==> config.mk <==
export PLATFORM = sky130hd
export DESIGN_NAME = base64_encoder_custom_alphabet_unit
export DESIGN_NICKNAME = d
export VERILOG_FILES = /design/src/hw/rtl/b64e_pkg.sv /design/src/hw/rtl/b64e_ram.sv /design/src/hw/rtl/b64e_table.sv /design/src/hw/rtl/b64e_emit.sv /design/src/hw/rtl/base64_encoder_custom_alphabet_unit.sv
export SDC_FILE = /design/constraint.sdc
export NUM_CORES = 1
export LEC_CHECK = 0
export ABC_CLOCK_PERIOD_IN_PS = 5700
export BUFFER_PORTS_ARGS = -buffer_cell sky130_fd_sc_hd__buf_2
export CAP_MARGIN = 15
export CORE_AREA = 4 4 224 226
export DETAILED_ROUTE_END_ITERATION = 10
export DIE_AREA = 0 0 228 230
export PLACE_DENSITY = 0.76
export SYNTH_ARGS = -nofsm -noshare
export SYNTH_HDL_FRONTEND = slang
export SYNTH_HIERARCHICAL = 1
export SYNTH_SLANG_ARGS = --single-unit
==> constraint.sdc <==
create_clock -name clock -period 5.7 [get_ports clock]
set_input_delay 0.285 -clock clock [delete_from_list [all_inputs] [get_ports clock]]
set_output_delay 0.285 -clock clock [all_outputs]
set_load 0.1 [all_outputs]
==> src/hw/rtl/b64e_pkg.sv <==
// ----------------------------------------------------------------------------
// b64e_pkg
// Types, constants and helpers shared by the Base64 encoder modules.
// ----------------------------------------------------------------------------
package b64e_pkg;

   localparam int CHAR_W    = 8;
   localparam int SYM_W     = 6;
   localparam int TBL_DEPTH = 64;
   localparam int TBL_AW    = 6;
   localparam int GRP_CHARS = 4;

   // input opcodes
   localparam logic OPC_BYTE  = 1'b0;
   localparam logic OPC_TABLE = 1'b1;

   // reset value of the pad register ('=')
   localparam logic [CHAR_W-1:0] PAD_RESET = 8'd61;

   // standard alphabet anchors
   localparam logic [CHAR_W-1:0] CHAR_UPPER_A = 8'd65;
   localparam logic [CHAR_W-1:0] CHAR_LOWER_A = 8'd97;
   localparam logic [CHAR_W-1:0] CHAR_ZERO    = 8'd48;
   localparam logic [CHAR_W-1:0] CHAR_PLUS    = 8'd43;
   localparam logic [CHAR_W-1:0] CHAR_SLASH   = 8'd47;

   typedef enum logic {
      JOB_GROUP,
      JOB_WRITE
   } job_op_type;

   typedef struct packed {
      logic              opcode;
      logic [CHAR_W-1:0] data_byte;
      logic              end_of_message;
      logic [TBL_AW-1:0] table_index;
      logic [CHAR_W-1:0] table_char;
   } req_item_type;

   typedef struct packed {
      logic [CHAR_W-1:0] out_char;
      logic              group_end;
      logic              message_end;
   } rsp_item_type;

   // one unit of work for the emitter: a four-character group or a table write
   typedef struct packed {
      job_op_type                        op;
      logic [GRP_CHARS-1:0][SYM_W-1:0]   sym;
      logic [1:0]                        npad;
      logic                              eom;
      logic [TBL_AW-1:0]                 tbl_idx;
      logic [CHAR_W-1:0]                 tbl_char;
   } job_type;

   typedef struct packed {
      logic              rd_en;
      logic              wr_en;
      logic [TBL_AW-1:0] addr;
      logic [CHAR_W-1:0] wr_data;
   } tbl_req_type;

   // standard A-Z a-z 0-9 + / alphabet
   function automatic logic [CHAR_W-1:0] std_char(input logic [TBL_AW-1:0] idx);
      logic [CHAR_W-1:0] ext;
      logic [CHAR_W-1:0] res;
      ext = {{(CHAR_W-TBL_AW){1'b0}}, idx};
      if (idx < 6'd26)
         res = CHAR_UPPER_A + ext;
      else if (idx < 6'd52)
         res = CHAR_LOWER_A + ext - 8'd26;
      else if (idx < 6'd62)
         res = CHAR_ZERO + ext - 8'd52;
      else if (idx == 6'd62)
         res = CHAR_PLUS;
      else
         res = CHAR_SLASH;
      return res;
   endfunction

   // true when character slot k of a group is filled with the pad character
   function automatic logic slot_is_pad(input logic [1:0] k, input logic [1:0] npad);
      return ((k == 2'd3) && (npad != 2'd0)) || ((k == 2'd2) && (npad == 2'd2));
   endfunction

endpackage

==> src/hw/rtl/b64e_ram.sv <==
// ----------------------------------------------------------------------------
// b64e_ram
// Generic simple dual-port RAM, one write and one registered read port.
// ----------------------------------------------------------------------------
module b64e_ram #(
   parameter int WIDTH = 8,
   parameter int DEPTH = 64
) (
   input  logic                     clock,
   input  logic                     wr_en,
   input  logic [$clog2(DEPTH)-1:0] wr_addr,
   input  logic [WIDTH-1:0]         wr_data,
   input  logic                     rd_en,
   input  logic [$clog2(DEPTH)-1:0] rd_addr,
   output logic [WIDTH-1:0]         rd_data
);

   logic [WIDTH-1:0] mem_ff [DEPTH];
   logic [WIDTH-1:0] rd_data_ff;

   always_ff @(posedge clock) begin
      if (wr_en) begin
         mem_ff[wr_addr] <= wr_data;
      end
      if (rd_en) begin
         rd_data_ff <= mem_ff[rd_addr];
      end
   end

   assign rd_data = rd_data_ff;

endmodule

==> src/hw/rtl/b64e_table.sv <==
// ----------------------------------------------------------------------------
// b64e_table
// Alphabet store: RAM plus per-entry written flags; unwritten entries
// read as the standard alphabet.
// ----------------------------------------------------------------------------
module b64e_table (
   input  logic                        clock,
   input  logic                        reset,
   input  b64e_pkg::tbl_req_type       tbl_req,
   output logic [b64e_pkg::CHAR_W-1:0] tbl_rdata
);
   import b64e_pkg::*;

   logic [TBL_DEPTH-1:0] written_ff;
   logic [TBL_DEPTH-1:0] written_in;
   logic                 rd_written_ff;
   logic [CHAR_W-1:0]    rd_default_ff;
   logic [CHAR_W-1:0]    ram_rdata;

   b64e_ram #(
      .WIDTH (CHAR_W),
      .DEPTH (TBL_DEPTH)
   ) u_ram (
      .clock   (clock),
      .wr_en   (tbl_req.wr_en),
      .wr_addr (tbl_req.addr),
      .wr_data (tbl_req.wr_data),
      .rd_en   (tbl_req.rd_en),
      .rd_addr (tbl_req.addr),
      .rd_data (ram_rdata)
   );

   always_comb begin
      written_in = written_ff;
      if (tbl_req.wr_en) begin
         written_in[tbl_req.addr] = 1'b1;
      end
   end

   always_ff @(posedge clock) begin
      if (reset) begin
         written_ff <= '0;
      end else begin
         written_ff <= written_in;
      end
   end

   // capture flag and default alongside the RAM read
   always_ff @(posedge clock) begin
      if (tbl_req.rd_en) begin
         rd_written_ff <= written_ff[tbl_req.addr];
         rd_default_ff <= std_char(tbl_req.addr);
      end
   end

   assign tbl_rdata = rd_written_ff ? ram_rdata : rd_default_ff;

endmodule

==> src/hw/rtl/b64e_emit.sv <==
// ----------------------------------------------------------------------------
// b64e_emit
// Job sequencer: walks a group through the alphabet store one character a
// cycle unless stalled, or does a table write, and drives the result register.
// ----------------------------------------------------------------------------
module b64e_emit (
   input  logic                        clock,
   input  logic                        reset,
   input  logic                        job_valid,
   input  b64e_pkg::job_type           job,
   output logic                        job_take,
   input  logic [b64e_pkg::CHAR_W-1:0] pad_char,
   output logic                        rsp_valid,
   input  logic                        rsp_stall,
   output b64e_pkg::rsp_item_type      rsp_data
);
   import b64e_pkg::*;

   // current job
   logic         cur_valid_ff, cur_valid_in;
   job_type      cur_ff, cur_in;
   logic [1:0]   cnt_ff, cnt_in;

   // read stage, table data arrives here
   logic         r_valid_ff, r_valid_in;
   logic         r_pad_ff, r_ge_ff, r_me_ff;

   // result register
   logic         out_valid_ff, out_valid_in;
   rsp_item_type out_data_ff;

   logic         out_free, r_adv, r_free;
   logic         issue, last, do_write, seq_free, slot_pad;
   tbl_req_type  tbl_req;
   logic [CHAR_W-1:0] tbl_rdata;

   b64e_table u_table (
      .clock     (clock),
      .reset     (reset),
      .tbl_req   (tbl_req),
      .tbl_rdata (tbl_rdata)
   );

   always_comb begin
      out_free = !out_valid_ff || !rsp_stall;
      r_adv    = r_valid_ff && out_free;
      r_free   = !r_valid_ff || r_adv;
      slot_pad = slot_is_pad(cnt_ff, cur_ff.npad);
      issue    = cur_valid_ff && (cur_ff.op == JOB_GROUP) && r_free;
      last     = issue && (cnt_ff == 2'd3);
      do_write = cur_valid_ff && (cur_ff.op == JOB_WRITE);
      seq_free = !cur_valid_ff || last || do_write;
      job_take = job_valid && seq_free;
   end

   always_comb begin
      tbl_req.rd_en   = issue && !slot_pad;
      tbl_req.wr_en   = do_write;
      tbl_req.addr    = do_write ? cur_ff.tbl_idx : cur_ff.sym[cnt_ff];
      tbl_req.wr_data = cur_ff.tbl_char;
   end

   always_comb begin
      cur_in       = cur_ff;
      cur_valid_in = cur_valid_ff;
      cnt_in       = cnt_ff;
      if (job_take) begin
         cur_in       = job;
         cur_valid_in = 1'b1;
         cnt_in       = 2'd0;
      end else begin
         if (seq_free) begin
            cur_valid_in = 1'b0;
         end
         if (issue) begin
            cnt_in = cnt_ff + 2'd1;
         end
      end
      r_valid_in = issue || (r_valid_ff && !r_adv);
      out_valid_in = r_adv || (out_valid_ff && rsp_stall);
   end

   always_ff @(posedge clock) begin
      if (reset) begin
         cur_valid_ff <= 1'b0;
         cnt_ff       <= 2'd0;
         r_valid_ff   <= 1'b0;
         out_valid_ff <= 1'b0;
      end else begin
         cur_valid_ff <= cur_valid_in;
         cnt_ff       <= cnt_in;
         r_valid_ff   <= r_valid_in;
         out_valid_ff <= out_valid_in;
      end
   end

   always_ff @(posedge clock) begin
      cur_ff <= cur_in;
      if (issue) begin
         r_pad_ff <= slot_pad;
         r_ge_ff  <= (cnt_ff == 2'd3);
         r_me_ff  <= (cnt_ff == 2'd3) && cur_ff.eom;
      end
      if (r_adv) begin
         out_data_ff.out_char    <= r_pad_ff ? pad_char : tbl_rdata;
         out_data_ff.group_end   <= r_ge_ff;
         out_data_ff.message_end <= r_me_ff;
      end
   end

   assign rsp_valid = out_valid_ff;
   assign rsp_data  = out_data_ff;

endmodule

==> src/hw/rtl/base64_encoder_custom_alphabet_unit.sv <==
// Path: a group-completing or final byte queues a job; the emitter issues
//   each character through its read stage into the result register.
// Throughput: one character per cycle unless the output stalls, set by the
//   single alphabet read port; a group has four characters, pads included.
// Reset (synchronous): drops buffered bytes and queued work, restores the
//   standard alphabet and the '=' pad.
// ----------------------------------------------------------------------------
// base64_encoder_custom_alphabet_unit
// Streaming Base64 encoder with a writable 64-entry alphabet and pad register.
// ----------------------------------------------------------------------------
module base64_encoder_custom_alphabet_unit (
   input  logic                        clock,
   input  logic                        reset,
   input  logic                        req_valid,
   output logic                        req_stall,
   input  b64e_pkg::req_item_type      req_data,
   output logic                        rsp_valid,
   input  logic                        rsp_stall,
   output b64e_pkg::rsp_item_type      rsp_data,
   input  logic                        csr_we,
   input  logic [b64e_pkg::CHAR_W-1:0] csr_wdata
);
   import b64e_pkg::*;

   // pad register
   logic [CHAR_W-1:0] pad_char_ff;

   // bytes waiting for the rest of their group; the later byte sits low
   logic [2*CHAR_W-1:0] pend_bytes_ff, pend_bytes_in;
   logic [1:0]          pend_cnt_ff, pend_cnt_in;

   // one-deep job queue in front of the emitter
   logic    job_valid_ff, job_valid_in;
   job_type job_ff;
   job_type new_job;
   logic    make_job;
   logic    job_take;
   logic    accept;

   logic [CHAR_W-1:0] b1, b2, c;

   // Stall only while the queue is full and the emitter is not draining it.
   assign req_stall = job_valid_ff && !job_take;
   assign accept    = req_valid && !req_stall;

   always_ff @(posedge clock) begin
      if (reset) begin
         pad_char_ff <= PAD_RESET;
      end else if (csr_we) begin
         pad_char_ff <= csr_wdata;
      end
   end

   // Build the job an accepted item launches, if any.
   always_comb begin
      b1 = pend_bytes_ff[2*CHAR_W-1:CHAR_W];
      b2 = pend_bytes_ff[CHAR_W-1:0];
      c  = req_data.data_byte;

      new_job          = '0;
      new_job.tbl_idx  = req_data.table_index;
      new_job.tbl_char = req_data.table_char;
      new_job.eom      = req_data.end_of_message;
      make_job         = 1'b0;
      pend_bytes_in    = pend_bytes_ff;
      pend_cnt_in      = pend_cnt_ff;

      if (req_data.opcode == OPC_TABLE) begin
         // table write: keep buffered bytes, queue the write in order
         new_job.op = JOB_WRITE;
         make_job   = 1'b1;
      end else begin
         new_job.op = JOB_GROUP;
         case (pend_cnt_ff)
            2'd2: begin
               // third byte completes a full group
               new_job.sym[0] = b1[7:2];
               new_job.sym[1] = {b1[1:0], b2[7:4]};
               new_job.sym[2] = {b2[3:0], c[7:6]};
               new_job.sym[3] = c[5:0];
               new_job.npad   = 2'd0;
               make_job       = 1'b1;
               pend_bytes_in  = '0;
               pend_cnt_in    = 2'd0;
            end
            2'd1: begin
               if (req_data.end_of_message) begin
                  // two bytes: three characters plus one pad
                  new_job.sym[0] = b2[7:2];
                  new_job.sym[1] = {b2[1:0], c[7:4]};
                  new_job.sym[2] = {c[3:0], 2'b00};
                  new_job.npad   = 2'd1;
                  make_job       = 1'b1;
                  pend_bytes_in  = '0;
                  pend_cnt_in    = 2'd0;
               end else begin
                  pend_bytes_in = {b2, c};
                  pend_cnt_in   = 2'd2;
               end
            end
            2'd0: begin
               if (req_data.end_of_message) begin
                  // single byte: two characters plus two pads
                  new_job.sym[0] = c[7:2];
                  new_job.sym[1] = {c[1:0], 4'b0000};
                  new_job.npad   = 2'd2;
                  make_job       = 1'b1;
                  pend_bytes_in  = '0;
                  pend_cnt_in    = 2'd0;
               end else begin
                  pend_bytes_in = {b2, c};
                  pend_cnt_in   = 2'd1;
               end
            end
            default: begin
               pend_bytes_in = '0;
               pend_cnt_in   = 2'd0;
            end
         endcase
      end

      job_valid_in = (accept && make_job) || (job_valid_ff && !job_take);
   end

   always_ff @(posedge clock) begin
      if (reset) begin
         pend_bytes_ff <= '0;
         pend_cnt_ff   <= 2'd0;
         job_valid_ff  <= 1'b0;
      end else begin
         job_valid_ff <= job_valid_in;
         if (accept) begin
            pend_bytes_ff <= pend_bytes_in;
            pend_cnt_ff   <= pend_cnt_in;
         end
      end
   end

   // hold the queued job until the emitter takes it
   always_ff @(posedge clock) begin
      if (accept && make_job) begin
         job_ff <= new_job;
      end
   end

   b64e_emit u_emit (
      .clock     (clock),
      .reset     (reset),
      .job_valid (job_valid_ff),
      .job       (job_ff),
      .job_take  (job_take),
      .pad_char  (pad_char_ff),
      .rsp_valid (rsp_valid),
      .rsp_stall (rsp_stall),
      .rsp_data  (rsp_data)
   );

endmodule

==> summary.md <==
| Metric | Value |
|---|---|
| Site Rows | `just over 80` |
| Post-synth cell types | `64` |
| Drt pass-1 iters | `6` |
| Fraction of the cycle the final worst path needs | `0.729` |
| Top cell by count, worst path | `mux4_2` |
| Yosys reg bits | `between 700 and 800` |
| Worst Hold Launch | `req_valid` |
| Die Wd | `228 microns` |
| Worst min path class | `in2reg` |
| Max FO, Critical Path | `60` |
| Post-cts resize count | `0` |
| Worst skew pair latency | `610 ps` |
| Slew margin rel. | `0.274` |
| Hold Vio Cnt, Final | `0` |
| Critical path arrival | `between 4000 and 5000 ps` |
| Delay-heaviest family, CP | `multiplexers` |
| Worst EP required | `6010 ps` |
| Clock power frac | `0.406` |
| Post-Syn Nets | `1,674` |
| Layout Nets | `~1,800` |
| Overflow after GRT | `0` |
| Clock Root Buffer | `clkbuf_16` |
| Vias in the first global route | `around 15,000` |
| Reg2reg setup slack | `between 1500 and 2000 ps` |
| WS Path Type | `reg2reg` |
| Antenna cell count | `0` |
| Core area | `between 40,000 and 50,000 sq um` |
| Synth Warn # | `6` |
| Post-synth ARST share | `0` |
| Max-cap viol count | `0` |
| Initial antenna violation count | `0` |
| Layout Cells excl Fill | `2,385` |
| Worst reg2reg path startpoint | `u_emit/cnt_ff[0]` |
| Post-DP HPWL | `36,700 microns` |
| Antenna viol nets, final | `0` |
| Die height | `230 microns` |
| IO buf count | `48` |
| Flop pwr share | `0.515` |
| Initial Util | `0.591` |
| Die area | `~52,000 sq um` |
| Final setup viols | `0` |
| Sequential area share after synthesis | `0.725` |
| Remaining DRCs | `0` |
| Share of cells above drive strength 1 | `0.213` |
| Setup Skew | `slightly below 30 ps` |
| Post-Syn Instances | `1,624` |
| Crit path launch | `u_emit/cnt_ff[0]` |
| Post-Route Utilization | `0.660` |
| Most common cell after layout, fill and taps aside | `edfxtp_1` |
| CTS max path bufs | `3` |
| Power share of the combinational group | `0.079` |
| Crit. End Element | `flop` |
| Final Max Slew Viols | `0` |
| CP max stage delay | `approximately 730 ps` |
| Startpoint type of the worst setup path | `flop` |
| Vias/cell | `around 6.5` |
| F_max | `about 240 MHz` |
| First-pass GRT wire length | `~95,000 microns` |
| CTS tree | `built` |
| Largest net degree at the start of global routing | `95` |
| Critical-path cell list | `mux4_2 > mux2_4 > buf_12 > buf_4 > mux4_2 > mux4_2 > nor2_1 > o32ai_1` |
| Status | `completed` |
| Clock Pin Slew Worst Setup and Hold Paths | `around 60 ps` |
| Slowest-stage cell, CP | `mux2_4` |
| Detailed-route via count | `15,400` |
| Sw frac | `0.218` |
| Post-Syn Area | `28,600 sq um` |
| Final wirelength | `61,900 microns` |
| Setup TNS | `0 ps` |
| Most frequent cells in the layout | `edfxtp_1 (626), nor2_1 (182), mux4_2 (146), dfxtp_1 (96), a21oi_1 (92)` |
| Crit path time final | `roughly 4200 ps` |
| Post-synth EDFFs | `between 600 and 700` |
| Htree depth | `3` |
| Main synth FF type | `edfxtp_1` |
| CTS Sinks | `slightly above 700` |
| RSZ-0062 raised after global routing | `no` |
| Worst Tran Pin Value | `~1100 ps` |
| P&R area growth vs syn | `11.8%` |
| Pint | `between 8000 and 9000 uW` |
| IO Count | `between 40 and 50` |
| Number of DRC markers in iteration 0 | `~2,100` |
| Post-Syn Area per Cell | `17.6 sq um` |
| Maximum vdd ir drop | `0.000227 V` |
| Pwr Density | `between 300 and 400 nW/um^2` |
| Number of CTS-inserted buffers | `between 70 and 80` |
| WP buf/inv | `2` |
| Placed cells | `roughly 2,200` |
| Leak Pwr | `roughly 0.010 uW` |
| Switch Pwr | `between 2000 and 2500 uW` |
| Final Wtd Congestion | `about 0.85` |
| Tot GR Track Use | `0.238` |
| Routed wire per std cell | `about 26 microns` |
==> worst reg2reg max path: stages (launching register included) <==
cell and delay, ps:
dfxtp_1 600, mux4_2 320, mux2_4 730, buf_12 450, buf_4 390, mux4_2 420, mux4_2 520, nor2_1 290
o32ai_1 150
==> worst paths after layout <==
check | cells after the start | end
setup / recovery | 8 | u_emit/u_table/u_ram/rd_data[6]
hold / removal | 4 | job_valid_ff
setup reg to reg | 8 | u_emit/u_table/u_ram/rd_data[6]
hold reg to reg | 0 | u_emit/cur_ff[39]
==> metal layers <==
layer  GRT usage  wire [microns]
met5           0               0
met2       0.384           30600
met4      0.0815            1990
met3      0.0437            5600
met1       0.334           23700
==> synth_stat cells (21+ instances only) <==
cell      number  area (sq um)
a21oi_1       92           460
buf_2         28           140
clkbuf_1      34           128
mux4_2       146          3290
edfxtp_1     626         18800
nor2b_1       26           163
nor2_1       183           687
nand4_1       21           131
dfxtp_1       96          1920
mux2i_1       28           280
o21ai_0       21           105
nand3_1       26           130
mux2_2        36           405
nand2_1       30           113
==> stage by stage <==
stage	area (sq um)	power (uW)	hold slack, ps	worst slack, ps
4_1_cts	31900	11400	8.98	1590
2_1_floorplan	28600	6580	354	1040
3_3_place_gp	29300	6790	402	1660
5_1_grt	31900	11700	37.0	1310
3_5_place_dp	29300	6820	405	1630
6_report	31900	11300	47.5	1540
==> area by class of cell <==
class,count,area [sq um]
clock inverters,39,348
inverters,13,48.8
clock buffers,88,1960
repair buffers,106,796
well taps,622,778
flip-flops and latches,722,20700
fillers,3093,16400
multi-input cells,795,7280
==> sequential cells by signal, summed over array words and instances, names as in the netlist, 10 cells and up <==
register                     flops
u_emit/cur_ff                   42
u_emit/rsp_data                 10
pend_bytes_ff                   16
u_emit/u_table/written_ff       64
job_ff                          42
u_emit/u_table/u_ram/mem_ff    512
==> repair_timing <==
action,in CTS,in global routing
setup buffers,0,0
hold endpoints to repair,35,0
hold buffers,33,0
==> kinds of logic (layout without fill, tap and decap cells) <==
group                      count (synthesis)  count (layout)  share of synthesized area
and+or+nand+nor                          350             350                     0.0584
adders and majority gates                 13              13                    0.00570
buffers and inverters                    107             246                     0.0209
muxes                                    212             212                      0.140
DFF                                      722             722                      0.725
AOI/OAI and AO/OA                        218             218                     0.0490
xor gates and xnor gates                   2               2                   0.000613
==> power groups by stage <==
stage	clock network (uW)	registers [uW]	logic [uW]
after CTS	4680	5830	899
final	4600	5830	901
after global routing	4930	5830	960
after floorplan	0	5970	615
after global placement	0	5940	852
after detailed placement	0	5940	874
Note: power is estimated with default switching activity, not from simulation.
